**src/sv/srba_pkg.sv**
```systemverilog
`timescale 1ns / 1ps
// ----------------------------------------------------------------------------
// Strided ring buffer allocator package
// Field widths, status codes, reset constants and the structs that carry
// requests to and answers from the shared divider.
// ----------------------------------------------------------------------------
package srba_pkg;

  // Field widths.
  localparam int POS_W    = 25;
  localparam int CNT_W    = 24;
  localparam int STRIDE_W = 11;
  localparam int CTR_W    = 32;
  localparam int PROD_W   = CNT_W + STRIDE_W;

  // Size of the ring after reset.
  localparam int KIB         = 1024;
  localparam int DEFAULT_KIB = 4096;
  localparam logic [POS_W-1:0] BUF_RESET = POS_W'(DEFAULT_KIB * KIB);

  // Default limit on the usable buffer size, as a power of two.
  localparam int SIZE_BITS_DEF = 24;

  // The divider retires two quotient bits per step.
  localparam int DIV_STEPS = (POS_W + 1) / 2;
  localparam int DQ_W      = 2 * DIV_STEPS;
  localparam int DCNT_W    = $clog2(DIV_STEPS);

  // Request types.
  localparam logic REQ_LOCK   = 1'b0;
  localparam logic REQ_UNLOCK = 1'b1;

  // Result status codes.
  typedef enum logic [1:0] {
    ST_OK          = 2'd0,
    ST_ZERO_COUNT  = 2'd1,
    ST_ZERO_STRIDE = 2'd2,
    ST_OVERSIZE    = 2'd3
  } status_t;

  // Start of a division.
  typedef struct packed {
    logic                start;
    logic [POS_W-1:0]    dividend;
    logic [STRIDE_W-1:0] divisor;
  } div_req_t;

  // Finished division.
  typedef struct packed {
    logic                done;
    logic [POS_W-1:0]    quotient;
    logic [STRIDE_W-1:0] remainder;
  } div_rsp_t;

endpackage

```
**src/sv/srba_ifs.sv**
```systemverilog
`timescale 1ns / 1ps
// ----------------------------------------------------------------------------
// Strided ring buffer allocator channels
// Valid/ready channels for requests, results and the size register write.
// ----------------------------------------------------------------------------

// Lock or unlock request.
interface srba_req_if;
  logic                          valid;
  logic                          ready;
  logic                          req_type;
  logic [srba_pkg::CNT_W-1:0]    vertex_count;
  logic [srba_pkg::STRIDE_W-1:0] stride;

  modport source (output valid, req_type, vertex_count, stride, input ready);
  modport sink   (input valid, req_type, vertex_count, stride, output ready);
endinterface

// Allocation result.
interface srba_rsp_if;
  logic                       valid;
  logic                       ready;
  logic [srba_pkg::CNT_W-1:0] vertex_offset;
  logic [srba_pkg::POS_W-1:0] byte_offset;
  logic [srba_pkg::POS_W-1:0] byte_length;
  logic                       discard;
  logic [srba_pkg::CTR_W-1:0] discard_count;
  logic [1:0]                 status;

  modport source (output valid, vertex_offset, byte_offset, byte_length, discard,
                  discard_count, status, input ready);
  modport sink   (input valid, vertex_offset, byte_offset, byte_length, discard,
                  discard_count, status, output ready);
endinterface

// Buffer size register write.
interface srba_cfg_if;
  logic                       valid;
  logic                       ready;
  logic [srba_pkg::POS_W-1:0] buffer_bytes;

  modport source (output valid, buffer_bytes, input ready);
  modport sink   (input valid, buffer_bytes, output ready);
endinterface

```
**src/sv/strided_ring_buffer_allocator_top.sv**
```systemverilog
`timescale 1ns / 1ps
// ----------------------------------------------------------------------------
// Strided ring buffer allocator
// Ring allocator for a dynamic vertex buffer with wrap-and-discard.
//
//   Channel  Dir  Beat contents
//   req      in   req_type, vertex_count, stride
//   rsp      out  vertex_offset, byte_offset, byte_length, discard,
//                 discard_count, status
//   cfg      in   buffer_bytes (always ready)
//
// A lock that passes the checks goes through the product, the checks, then
// two divisions of 13 two-bit steps each on one shared divider, buffer size
// first and byte position second, then a finishing state. Unlocks and
// rejected requests skip the divisions. The request side is ready only when
// the sequencer is idle, so a new beat is taken only once the previous one
// has left the finishing state. A result waits in the output register while
// rsp is stalled; the next request is accepted meanwhile and finishes once
// that register frees.
// Reset is synchronous and clears the position, the wrap counter and the
// size register to 4 MiB.
// ----------------------------------------------------------------------------
module strided_ring_buffer_allocator_top #(
  parameter int SIZE_BITS = srba_pkg::SIZE_BITS_DEF
) (
  input logic          clk,
  input logic          rst,
  srba_req_if.sink     req,
  srba_rsp_if.source   rsp,
  srba_cfg_if.sink     cfg
);

  localparam int PW  = srba_pkg::POS_W;
  localparam int NW  = srba_pkg::CNT_W;
  localparam int SW  = srba_pkg::STRIDE_W;
  localparam int CW  = srba_pkg::CTR_W;
  localparam int MW  = srba_pkg::PROD_W;

  // Usable size is limited to 1 << SIZE_BITS.
  localparam bit          CAP_ON = (SIZE_BITS < PW);
  localparam logic [PW-1:0] CAP  = CAP_ON ? PW'(64'd1 << SIZE_BITS) : '1;

  typedef enum logic [5:0] {
    S_IDLE   = 6'b000001,
    S_MUL    = 6'b000010,
    S_CHECK  = 6'b000100,
    S_DCAP   = 6'b001000,
    S_DPOS   = 6'b010000,
    S_FINISH = 6'b100000
  } state_t;

  state_t state, state_next;

  // Architectural state.
  logic [PW-1:0] buffer_bytes;
  logic [PW-1:0] position;
  logic [CW-1:0] wrap_ctr;

  // Latched request and intermediate values.
  logic                  req_type_r;
  logic [NW-1:0]         count_r;
  logic [SW-1:0]         stride_r;
  logic [MW-1:0]         prod;
  srba_pkg::status_t     status_r;
  logic [PW-1:0]         vcap;
  logic [PW:0]           vpos;
  logic [SW-1:0]         prem;

  // Output register.
  logic          out_valid;
  logic [NW-1:0] out_voff;
  logic [PW-1:0] out_boff;
  logic [PW-1:0] out_blen;
  logic          out_disc;
  logic [CW-1:0] out_dcnt;
  logic [1:0]    out_status;

  srba_pkg::div_req_t div_req;
  srba_pkg::div_rsp_t div_rsp;

  logic              [PW-1:0] size;
  srba_pkg::status_t          status_chk;
  logic                       lock_go;
  logic                       fin_go;
  logic              [PW:0]   unl_sum;
  logic              [PW-1:0] unl_pos;
  logic              [PW:0]   need;
  logic                       wrap;
  logic              [PW-1:0] lock_pos;

  // Effective ring size.
  always_comb begin
    size = (CAP_ON && (buffer_bytes > CAP)) ? CAP : buffer_bytes;
  end

  // Request checks in priority order.
  always_comb begin
    priority if (count_r == '0) begin
      status_chk = srba_pkg::ST_ZERO_COUNT;
    end else if (stride_r == '0) begin
      status_chk = srba_pkg::ST_ZERO_STRIDE;
    end else if (prod > MW'(size)) begin
      status_chk = srba_pkg::ST_OVERSIZE;
    end else begin
      status_chk = srba_pkg::ST_OK;
    end
  end

  assign lock_go = (status_chk == srba_pkg::ST_OK) && (req_type_r == srba_pkg::REQ_LOCK);
  assign fin_go  = (state == S_FINISH) && (!out_valid || rsp.ready);

  // Divider requests: buffer size first, then the byte position.
  always_comb begin
    div_req.start    = ((state == S_CHECK) && lock_go) || ((state == S_DCAP) && div_rsp.done);
    div_req.dividend = (state == S_CHECK) ? size : position;
    div_req.divisor  = stride_r;
  end

  srba_div u_div (
    .clk (clk),
    .rst (rst),
    .req (div_req),
    .rsp (div_rsp)
  );

  // Unlock advance, saturating at the buffer size.
  always_comb begin
    unl_sum = {1'b0, position} + {1'b0, prod[PW-1:0]};
    unl_pos = (unl_sum < {1'b0, size}) ? unl_sum[PW-1:0] : size;
  end

  // Lock fit test; the next vertex boundary is position - remainder + stride.
  always_comb begin
    need     = (PW+1)'(count_r) + vpos;
    wrap     = (need >= {1'b0, vcap});
    lock_pos = (position - PW'(prem)) + PW'(stride_r);
  end

  // Sequencer.
  always_comb begin
    state_next = state;
    unique case (state)
      S_IDLE: begin
        if (req.valid) state_next = S_MUL;
      end
      S_MUL: begin
        state_next = S_CHECK;
      end
      S_CHECK: begin
        state_next = lock_go ? S_DCAP : S_FINISH;
      end
      S_DCAP: begin
        if (div_rsp.done) state_next = S_DPOS;
      end
      S_DPOS: begin
        if (div_rsp.done) state_next = S_FINISH;
      end
      S_FINISH: begin
        if (fin_go) state_next = S_IDLE;
      end
      default: begin
        state_next = S_IDLE;
      end
    endcase
  end

  always_ff @(posedge clk) begin
    if (rst) begin
      state <= S_IDLE;
    end else begin
      state <= state_next;
    end
  end

  assign req.ready = (state == S_IDLE);
  assign cfg.ready = 1'b1;

  // Size register.
  always_ff @(posedge clk) begin
    if (rst) begin
      buffer_bytes <= srba_pkg::BUF_RESET;
    end else if (cfg.valid) begin
      buffer_bytes <= cfg.buffer_bytes;
    end
  end

  // Request capture, product and division results.
  always_ff @(posedge clk) begin
    if ((state == S_IDLE) && req.valid) begin
      req_type_r <= req.req_type;
      count_r    <= req.vertex_count;
      stride_r   <= req.stride;
    end
    if (state == S_MUL) begin
      prod <= MW'(count_r) * MW'(stride_r);
    end
    if (state == S_CHECK) begin
      status_r <= status_chk;
    end
    if ((state == S_DCAP) && div_rsp.done) begin
      vcap <= div_rsp.quotient;
    end
    if ((state == S_DPOS) && div_rsp.done) begin
      vpos <= {1'b0, div_rsp.quotient} + (PW+1)'(1);
      prem <= div_rsp.remainder;
    end
  end

  // State update and result formation.
  always_ff @(posedge clk) begin
    if (rst) begin
      position  <= '0;
      wrap_ctr  <= '0;
      out_valid <= 1'b0;
    end else if (fin_go) begin
      out_valid  <= 1'b1;
      out_status <= status_r;
      if (status_r != srba_pkg::ST_OK) begin
        // A rejected request leaves the state alone and carries no region.
        out_voff <= '0;
        out_boff <= '0;
        out_blen <= '0;
        out_disc <= 1'b0;
        out_dcnt <= wrap_ctr;
      end else if (req_type_r == srba_pkg::REQ_UNLOCK) begin
        position <= unl_pos;
        out_voff <= '0;
        out_boff <= unl_pos;
        out_blen <= prod[PW-1:0];
        out_disc <= 1'b0;
        out_dcnt <= wrap_ctr;
      end else if (wrap) begin
        position <= '0;
        wrap_ctr <= wrap_ctr + CW'(1);
        out_voff <= '0;
        out_boff <= '0;
        out_blen <= prod[PW-1:0];
        out_disc <= 1'b1;
        out_dcnt <= wrap_ctr + CW'(1);
      end else begin
        position <= lock_pos;
        out_voff <= vpos[NW-1:0];
        out_boff <= lock_pos;
        out_blen <= prod[PW-1:0];
        out_disc <= 1'b0;
        out_dcnt <= wrap_ctr;
      end
    end else if (rsp.ready) begin
      out_valid <= 1'b0;
    end
  end

  assign rsp.valid         = out_valid;
  assign rsp.vertex_offset = out_voff;
  assign rsp.byte_offset   = out_boff;
  assign rsp.byte_length   = out_blen;
  assign rsp.discard       = out_disc;
  assign rsp.discard_count = out_dcnt;
  assign rsp.status        = out_status;

  // A wrapped lock is always a good lock that restarts at byte zero.
  a_discard_ok: assert property (@(posedge clk) disable iff (rst)
    rsp.valid && rsp.discard |-> (rsp.status == srba_pkg::ST_OK) && (rsp.byte_offset == '0))
    else $error("discard on a failed or misplaced result");

  // A rejected request carries no region.
  a_error_empty: assert property (@(posedge clk) disable iff (rst)
    rsp.valid && (rsp.status != srba_pkg::ST_OK) |->
      (rsp.byte_length == '0) && (rsp.byte_offset == '0) && !rsp.discard)
    else $error("error result carries a region");

  // The divider only finishes while the sequencer waits on it.
  a_div_done: assert property (@(posedge clk) disable iff (rst)
    div_rsp.done |-> (state == S_DCAP) || (state == S_DPOS))
    else $error("divider finished outside a division wait");

  // A wrap bumps the counter by exactly one.
  a_wrap_count: assert property (@(posedge clk) disable iff (rst)
    fin_go && (status_r == srba_pkg::ST_OK) && (req_type_r == srba_pkg::REQ_LOCK) && wrap
      |=> wrap_ctr == $past(wrap_ctr) + CW'(1))
    else $error("wrap counter did not advance on discard");

endmodule

```
**src/sv/srba_div.sv**
```systemverilog
`timescale 1ns / 1ps
// ----------------------------------------------------------------------------
// Strided ring buffer allocator divider
// Restoring divider of a byte count by a stride, two quotient bits per
// cycle. A start pulse loads the operands; done pulses once with the result.
// ----------------------------------------------------------------------------
module srba_div (
  input  logic               clk,
  input  logic               rst,
  input  srba_pkg::div_req_t req,
  output srba_pkg::div_rsp_t rsp
);

  localparam int PW = srba_pkg::POS_W;
  localparam int SW = srba_pkg::STRIDE_W;
  localparam int QW = srba_pkg::DQ_W;
  localparam int CW = srba_pkg::DCNT_W;

  logic          busy;
  logic          done;
  logic [CW-1:0] cnt;
  logic [QW-1:0] dq;
  logic [SW-1:0] rem;
  logic [SW-1:0] dvs;

  logic [SW:0]   t1, t2, r1, r2, d_ext;
  logic          ge1, ge2;
  logic [QW-1:0] dq_next;

  // Two restoring steps: shift in a dividend bit, subtract when it fits.
  always_comb begin
    d_ext   = {1'b0, dvs};
    t1      = {rem, dq[QW-1]};
    ge1     = (t1 >= d_ext);
    r1      = ge1 ? (t1 - d_ext) : t1;
    t2      = {r1[SW-1:0], dq[QW-2]};
    ge2     = (t2 >= d_ext);
    r2      = ge2 ? (t2 - d_ext) : t2;
    dq_next = {dq[QW-3:0], ge1, ge2};
  end

  // Step counter and control.
  always_ff @(posedge clk) begin
    if (rst) begin
      busy <= 1'b0;
      done <= 1'b0;
      cnt  <= '0;
    end else begin
      done <= busy && (cnt == CW'(srba_pkg::DIV_STEPS - 1));
      if (req.start) begin
        busy <= 1'b1;
        cnt  <= '0;
      end else if (busy) begin
        cnt <= cnt + CW'(1);
        if (cnt == CW'(srba_pkg::DIV_STEPS - 1)) begin
          busy <= 1'b0;
        end
      end
    end
  end

  // Datapath: dividend bits shift out at the top while quotient bits enter.
  always_ff @(posedge clk) begin
    if (req.start) begin
      dq  <= {{(QW-PW){1'b0}}, req.dividend};
      rem <= '0;
      dvs <= req.divisor;
    end else if (busy) begin
      dq  <= dq_next;
      rem <= r2[SW-1:0];
    end
  end

  assign rsp.done      = done;
  assign rsp.quotient  = dq[PW-1:0];
  assign rsp.remainder = rem;

endmodule

```
**src/flat_wrapper.sv**
```systemverilog
// flat-port wrapper written by rule: the top's interface ports become plain ports
module strided_ring_buffer_allocator_top_flat 
#(
  parameter int SIZE_BITS = srba_pkg::SIZE_BITS_DEF
)
  (clk, rst, req_valid, req_req_type, req_vertex_count, req_stride, req_ready, rsp_valid, rsp_vertex_offset, rsp_byte_offset, rsp_byte_length, rsp_discard, rsp_discard_count, rsp_status, rsp_ready, cfg_valid, cfg_buffer_bytes, cfg_ready);
  srba_req_if req_i ();
  srba_rsp_if rsp_i ();
  srba_cfg_if cfg_i ();
  input logic clk;
  input logic rst;
  input wire logic [$bits(req_i.valid)-1:0] req_valid;
  input wire logic [$bits(req_i.req_type)-1:0] req_req_type;
  input wire logic [$bits(req_i.vertex_count)-1:0] req_vertex_count;
  input wire logic [$bits(req_i.stride)-1:0] req_stride;
  output wire logic [$bits(req_i.ready)-1:0] req_ready;
  output wire logic [$bits(rsp_i.valid)-1:0] rsp_valid;
  output wire logic [$bits(rsp_i.vertex_offset)-1:0] rsp_vertex_offset;
  output wire logic [$bits(rsp_i.byte_offset)-1:0] rsp_byte_offset;
  output wire logic [$bits(rsp_i.byte_length)-1:0] rsp_byte_length;
  output wire logic [$bits(rsp_i.discard)-1:0] rsp_discard;
  output wire logic [$bits(rsp_i.discard_count)-1:0] rsp_discard_count;
  output wire logic [$bits(rsp_i.status)-1:0] rsp_status;
  input wire logic [$bits(rsp_i.ready)-1:0] rsp_ready;
  input wire logic [$bits(cfg_i.valid)-1:0] cfg_valid;
  input wire logic [$bits(cfg_i.buffer_bytes)-1:0] cfg_buffer_bytes;
  output wire logic [$bits(cfg_i.ready)-1:0] cfg_ready;
  assign req_i.valid = req_valid;
  assign req_i.req_type = req_req_type;
  assign req_i.vertex_count = req_vertex_count;
  assign req_i.stride = req_stride;
  assign req_ready = req_i.ready;
  assign rsp_valid = rsp_i.valid;
  assign rsp_vertex_offset = rsp_i.vertex_offset;
  assign rsp_byte_offset = rsp_i.byte_offset;
  assign rsp_byte_length = rsp_i.byte_length;
  assign rsp_discard = rsp_i.discard;
  assign rsp_discard_count = rsp_i.discard_count;
  assign rsp_status = rsp_i.status;
  assign rsp_i.ready = rsp_ready;
  assign cfg_i.valid = cfg_valid;
  assign cfg_i.buffer_bytes = cfg_buffer_bytes;
  assign cfg_ready = cfg_i.ready;
  strided_ring_buffer_allocator_top #(.SIZE_BITS(SIZE_BITS)) u_core (.clk(clk), .rst(rst), .req(req_i), .rsp(rsp_i), .cfg(cfg_i));
endmodule
```
**config.mk**
```make
export PLATFORM = sky130hd
export DESIGN_NAME = strided_ring_buffer_allocator_top_flat
export DESIGN_NICKNAME = d
export VERILOG_FILES = /design/src/sv/srba_pkg.sv /design/src/sv/srba_ifs.sv /design/src/sv/strided_ring_buffer_allocator_top.sv /design/src/sv/srba_div.sv /design/src/flat_wrapper.sv
export SDC_FILE = /design/constraint.sdc
export NUM_CORES = 1
export LEC_CHECK = 0
export BUFFER_PORTS_ARGS = -buffer_cell sky130_fd_sc_hd__buf_4
export CAP_MARGIN = 0
export CORE_MARGIN = 2
export CORE_UTILIZATION = 55
export CTS_CLUSTER_SIZE = 30
export DETAILED_ROUTE_END_ITERATION = 10
export PLACE_DENSITY = 0.73
export SLEW_MARGIN = 20
export SYNTH_ARGS = -nofsm -noshare
export SYNTH_HDL_FRONTEND = slang
export SYNTH_SLANG_ARGS = --single-unit
```
**constraint.sdc**
```tcl
create_clock -name clk -period 19.3 [get_ports clk]
set_clock_uncertainty 0.05 [all_clocks]
set_input_delay 3.86 -clock clk [delete_from_list [all_inputs] [get_ports clk]]
set_output_delay 3.86 -clock clk [all_outputs]
set_load 0.005 [all_outputs]
```
**After elaboration in Yosys (flattened, before gate mapping)**

Cells that the tools add are included.

- Add/sub/neg operators: 9
- Multiply operators: 1
- Magnitude comparators: 6
- Equality and inequality tests: 11
- Muxes and demuxes: 27
- Bitwise operators: 3
- Reduce and logical (&&, ||, !) cells: 22

Operator list:

| operator | number |
|---|---|
| 2-to-1 mux 25 bit | 7 |
| 2-to-1 mux 32 bit | 3 |
| case mux 6 bit (6 select lines) | 1 |
| greater-than comparator 35 x 25 -> 1 bit | 1 |
| multiplier 24 x 11 -> 35 bit | 1 |
| adder 32 x 1 -> 32 bit, second input constant | 1 |
| 2-to-1 mux 6 bit | 5 |
| adder 24 x 26 -> 26 bit | 1 |
| adder 25 x 1 -> 26 bit, second input constant | 1 |
| adder 25 x 25 -> 26 bit | 1 |
| >= comparator 26 x 25 -> 1 bit | 1 |
| less-than comparator 26 x 25 -> 1 bit | 1 |
| adder 25 x 11 -> 25 bit | 1 |
| greater-than comparator 25 bit, second input constant | 1 |
| subtractor 25 x 11 -> 25 bit | 1 |
| >= comparator 12 x 11 -> 1 bit | 2 |
| zero test 24 bit | 1 |
| 2-to-1 mux 11 bit | 2 |
| subtractor 11 bit | 2 |
| zero test 11 bit | 1 |
| logical AND 1 bit | 7 |
| == test 6 x 1 -> 1 bit, second input constant | 1 |
| == test 6 x 2 -> 1 bit, second input constant | 1 |
| == test 6 x 3 -> 1 bit, second input constant | 1 |
| other kinds (18) | 34 |

- Flip-flop bits (word level): 387
- Output and inout bits: 112

**Longest topological paths before layout**

- Word-level depth: 11
- Mapped depth: 24

**By module**

From an unflattened synthesis, not the netlist that was laid out.

- Cell total of the unflattened synthesis: 3151
- Area, all modules: 30917.2 µm²

By module, submodules not included:

| module | instances | cells an instance | area an instance (µm²) | sequential area each (µm²) |
|---|---|---|---|---|
| strided_ring_buffer_allocator_top | 1 | 2821 | 27365.0 | 9108.7 |
| srba_div | 1 | 330 | 3552.2 | 1441.4 |

**Worst setup path after synthesis**

Ideal clock, no wire load.

- Path type: input -> register
- From: input rsp_ready
- To: register u_core.out_blen[0], in the netlist u_core.rsp.byte_length[0] (enable)
- Library setup time: 0.579 ns
- Data arrival time: 9.263 ns
- Data required time: 18.671 ns
- Setup slack: 9.409 ns
- Cell stages on the path: 6
- Path buffers: 3
- Path through: nand2b_1 > nand4_1 > clkbuf_1 > clkbuf_1 > clkbuf_1 > nor2_1

- Word-level cells in the longest chain between the ends: 3

RTL lines:

| item | RTL line | RTL |
|---|---|---|
| from (decl) | flat_wrapper.sv:24 | `input wire logic [$bits(rsp_i.ready)-1:0] rsp_ready;` |
| logical OR 1 bit | strided_ring_buffer_allocator_top.sv:110 | `assign fin_go = (state == S_FINISH) && (!out_valid \|\| rsp.ready);` |
| logical AND 1 bit | strided_ring_buffer_allocator_top.sv:110 |  |
| AND reduction 2 bit (no source line) | -- |  |
| to (signal assigned) | strided_ring_buffer_allocator_top.sv:229 | `out_blen <= prod[PW-1:0];` |
| to (signal assigned) | strided_ring_buffer_allocator_top.sv:237 | `out_blen <= prod[PW-1:0];` |
| to (signal assigned) | strided_ring_buffer_allocator_top.sv:244 | `out_blen <= prod[PW-1:0];` |
| to (decl) | strided_ring_buffer_allocator_top.sv:73 | `logic [PW-1:0] out_blen;` |

No other way between the ends.
A chain may end at the register's enable or synchronous reset.

**Final worst setup path**

- From: register u_core.count_r[0]
- To: register u_core.position[15]

- Word-level cells in the longest chain between the ends: 4

RTL lines:

| item | RTL line | RTL |
|---|---|---|
| from (decl) | strided_ring_buffer_allocator_top.sv:61 | `logic [NW-1:0] count_r;` |
| from (signal assigned) | strided_ring_buffer_allocator_top.sv:191 | `count_r <= req.vertex_count;` |
| adder 24 x 26 -> 26 bit | strided_ring_buffer_allocator_top.sv:134 | `need = (PW+1)'(count_r) + vpos;` |
| >= comparator 26 x 25 -> 1 bit | strided_ring_buffer_allocator_top.sv:135 | `wrap = (need >= {1'b0, vcap});` |
| 2-to-1 mux 25 bit | strided_ring_buffer_allocator_top.sv:232 | `end else if (wrap) begin` |
| 2-to-1 mux 25 bit | strided_ring_buffer_allocator_top.sv:225 | `end else if (req_type_r == srba_pkg::REQ_UNLOCK) begin` |
| to (signal assigned) | strided_ring_buffer_allocator_top.sv:226 | `position <= unl_pos;` |
| to (signal assigned) | strided_ring_buffer_allocator_top.sv:241 | `position <= lock_pos;` |
| to (decl) | strided_ring_buffer_allocator_top.sv:56 | `logic [PW-1:0] position;` |

No other way between the ends.

==> key figures <==
Pwr
  – Power share of the clock group: 0.157
  – Sw power: 2.61 mW
  – Power Internal: 3.26 mW
  – Leak: 15.0 nW
  – Logic pwr share: 0.636
  – VDD IR-drop max: 261 uV
  – Sw Share: 0.444
  – Power share of the sequential group: 0.207
  – PD cells: 171 nW/um^2

Setup path
  – FF-to-FF Start: u_core.count_r[0]
  – Worst-path fanout max: 48
  – Reg2reg path depth: 19
  – Req. time, crit path: 19.76 ns
  – CP Capture Type: register
  – Worst setup SP type: register
  – Critical path class: register to register
  – WP data arrival: 7.62 ns
  – Reg2reg end: u_core.position[15]
  – Worst R2R Setup Slack: 12.14 ns

Min path
  – WHS Path Cells: 0
  – Hold EP: u_core.rsp.status[0]
  – Hold Startpoint: u_core.status_r[0]
  – Hold Crit Class: register to register

Finish
  – Fin nets: 3805
  – Reg area: 10600 sq um
  – Diodes inserted: 0
  – P&R area growth vs syn: 11.5%
  – Share of cells above drive strength 1: 0.101
  – Final instance area: 34300 sq um
  – Fillcell total: 4540
  – Multi-input logic area: 18300 sq um
  – Final core utilization: 0.621

Floorplan
  – DIE WIDTH: 241 um
  – Rows: 86
  – # IOs: 178
  – Initial Utilization: 0.557
  – Die height: 241 um
  – Die area: 57800 sq um
  – Core ar.: 55200 sq um

STA
  – Least-Margin Pin Slew: 1.09 ns
  – Pins Over Slew Limit: 0
  – Fmax: 140 MHz
  – Crit share post-route: 0.371
  – RSZ-0062 raised after global routing: no
  – Min Tclk post-route: 7.16 ns
  – Setup TNS: 0 ns
  – Final Hold Vio Count: 0
  – Finish-stage setup viols: 0
  – Worst rel slew slack: 0.265

GRT
  – Initial antenna violation count: 1
  – First-pass GRT wire length: 131000 um
  – GRT Util Overall: 0.295
  – Vias in the first global route: 23.7k
  – Maximum number of pins on one net before global-route repair: 79
  – Remaining global-route overflow: 0

Drt
  – TritonRoute pass-1 iters: 7
  – Vias: 24.2k
  – Drt via density: 5.95
  – Antenna viol nets, final: 0
  – Routed wire length: 85100 um
  – Initial DRC count: 2119
  – Routed length per placed instance: 21.0 um
  – DRC Markers: 0

Logic synthesis
  – Synthesized netlist cell count: 3171
  – Area leader, netlist: edfxtp_1
  – YS warnings: 0
  – Mapped Avg Cell Area: 9.70 sq um
  – XOR/XNOR share of the synthesized area: 0.0441
  – Ys async rst share: 0
  – Synthesized Nets: 3696
  – Adder-cell share of the synthesized area: 0.238
  – Mux share of post-synthesis cell area: 0.0261
  – Synth top area share: 0.273
  – Register area share after synthesis: 0.343
  – Largest family of logic cells by synthesized area: adder cells
  – Most instantiated cells after synthesis: 379 x inv_1, 280 x edfxtp_1, 261 x nand2_1, 251 x nor2_1, 247 x ha_1
  – Simple-Gate Fraction of Synth Area: 0.167
  – Yosys reg bits: 387
  – EDFF count, synth: 280
  – Synth Area in Compound Gates: 0.118
  – Area contributors post-synth: edfxtp_1 27%, fa_1 14%, ha_1 10%, dfxtp_1 7.0%, inv_1 4.6%
  – Mapped cell area: 30800 sq um
  – Cell with the most instances after synthesis: inv_1
  – Synth cell types: 85
  – Ys flop type: edfxtp_1

Place
  – DP Area: 32700 sq um
  – Hpwl dp: 65500 um
  – Port bufs: 176
  – GP Congestion: 0.945

Clocking
  – CTS tree: done
  – Worst-skew pair later-pin latency: 0.61 ns
  – CTS max path bufs: 3
  – H-tree depth: 2
  – Resized cells post-CTS: 0
  – Clock sink total: 387
  – Total CTS buffers: 44
  – Root Driver: clkbuf_16
  – Hold Buf Count CTS: 0
  – CTS clk-pin slew, worst paths: 0.06 ns
  – Postcts setup bufs: 0

Run status
  – Status: finished clean

Run
  – Max Cap Violations: 0
through the flow:
step | hold slack [ns] | cells | worst slack (ns) | total power [mW]
2_1_floorplan | 0.374 | 3171 | 9.41 | 4.05
3_3_place_gp | 0.421 | 3981 | 12.45 | 4.81
3_5_place_dp | 0.432 | 3981 | 12.29 | 4.93
4_1_cts | 0.443 | 4062 | 12.27 | 5.87
5_1_grt | 0.462 | 4063 | 11.84 | 6.39
6_report | 0.440 | 4063 | 12.14 | 5.87
critical path: stages, from the launching register on:
cell       delay (ns)
edfxtp_1         0.65
ha_1             0.36
fa_1             0.42
a21o_1           0.17
a21oi_1          0.25
o21ai_0          0.19
a32o_1           0.27
o41ai_1          0.53
o21ai_0          0.41
a21boi_0         0.37
xnor2_1          0.16
ha_1             0.27
a21oi_1          0.13
o21ai_0          0.11
o31ai_1          0.50
nand4bb_1        0.81
a21oi_4          0.32
buf_4            0.50
a32oi_1          0.27
a211oi_1         0.29
routing by layer:
| layer | wire length (um) | up-vias | global-route usage |
|---|---|---|---|
| met5 | 0 | - | 0 |
| li1 | - | 11200 | - |
| met4 | 4200 | 0 | 0.136 |
| met2 | 39500 | 937 | 0.477 |
| met1 | 35000 | 11900 | 0.386 |
| met3 | 6450 | 167 | 0.0550 |
final cells by class:
| cell class | count | share of cell area |
|---|---|---|
| clock buffer | 53 | 0.0334 |
| timing repair buffer | 197 | 0.0435 |
| tap | 748 | 0.0273 |
| multi-input combinational | 2271 | 0.534 |
| sequential | 387 | 0.308 |
| inverter | 379 | 0.0415 |
| clock inverter | 28 | 0.0127 |
kinds of logic after synthesis:
kind of cell,count (synthesis)
AO/OA/AOI/OAI,556
XOR/XNOR,155
adder cells (fa/ha/maj),459
buffers and inverters,513
flip-flops,387
multiplexers,76
other,1
AND/OR/NAND/NOR,1024
cell usage in the layout (no fill, tap or decap), types with 44 or more instances in the layout:
| cell type | instances |
|---|---|
| a211oi_1 | 53 |
| a21o_1 | 61 |
| a21oi_1 | 183 |
| and2_1 | 143 |
| and3_1 | 52 |
| buf_4 | 196 |
| clkbuf_16 | 44 |
| dfxtp_1 | 107 |
| edfxtp_1 | 280 |
| fa_1 | 212 |
| ha_1 | 247 |
| inv_1 | 379 |
| nand2_1 | 261 |
| nand3_1 | 56 |
| nor2_1 | 246 |
| o21ai_0 | 83 |
| xnor2_1 | 97 |
| xor2_1 | 58 |
power groups by stage:
stage / combinational, mW / sequential (mW) / clock, mW
floorplan: 2.88 / 1.17 / 0
global placement: 3.58 / 1.23 / 0
detailed placement: 3.70 / 1.23 / 0
CTS: 3.73 / 1.21 / 0.933
global route: 4.21 / 1.22 / 0.965
finish: 3.73 / 1.21 / 0.923
worst max-delay path by stage:
stage	start	endpoint	slack, ns	cells past startpoint
6_report	u_core.count_r[0]	u_core.position[15]	12.14	19
5_1_grt	u_core.count_r[0]	u_core.position[4]	11.84	19
4_1_cts	u_core.stride_r[7]	u_core.prod[34]	12.27	19
3_5_place_dp	u_core.stride_r[7]	u_core.prod[34]	12.29	19
3_3_place_gp	u_core.count_r[1]	u_core.position[4]	12.45	19
2_1_floorplan	rsp_ready	u_core.rsp.byte_length[0]	9.41	6
state kept, by name, indices dropped and copies added (netlist names), 6 cells and up:
name	flops
u_core.rsp.vertex_offset	24
u_core.vpos	26
u_core.stride_r	11
u_core.rsp.byte_offset	25
u_core.prem	11
u_core.u_div.dvs	11
u_core.u_div.dq	26
u_core.rsp.discard_count	32
u_core.rsp.byte_length	25
u_core.position	25
u_core.count_r	24
u_core.buffer_bytes	25
u_core.u_div.rem	11
u_core.wrap_ctr	32
u_core.state	6
u_core.prod	35
u_core.vcap	25
No activity file was read; power rests on OpenSTA's default activity.
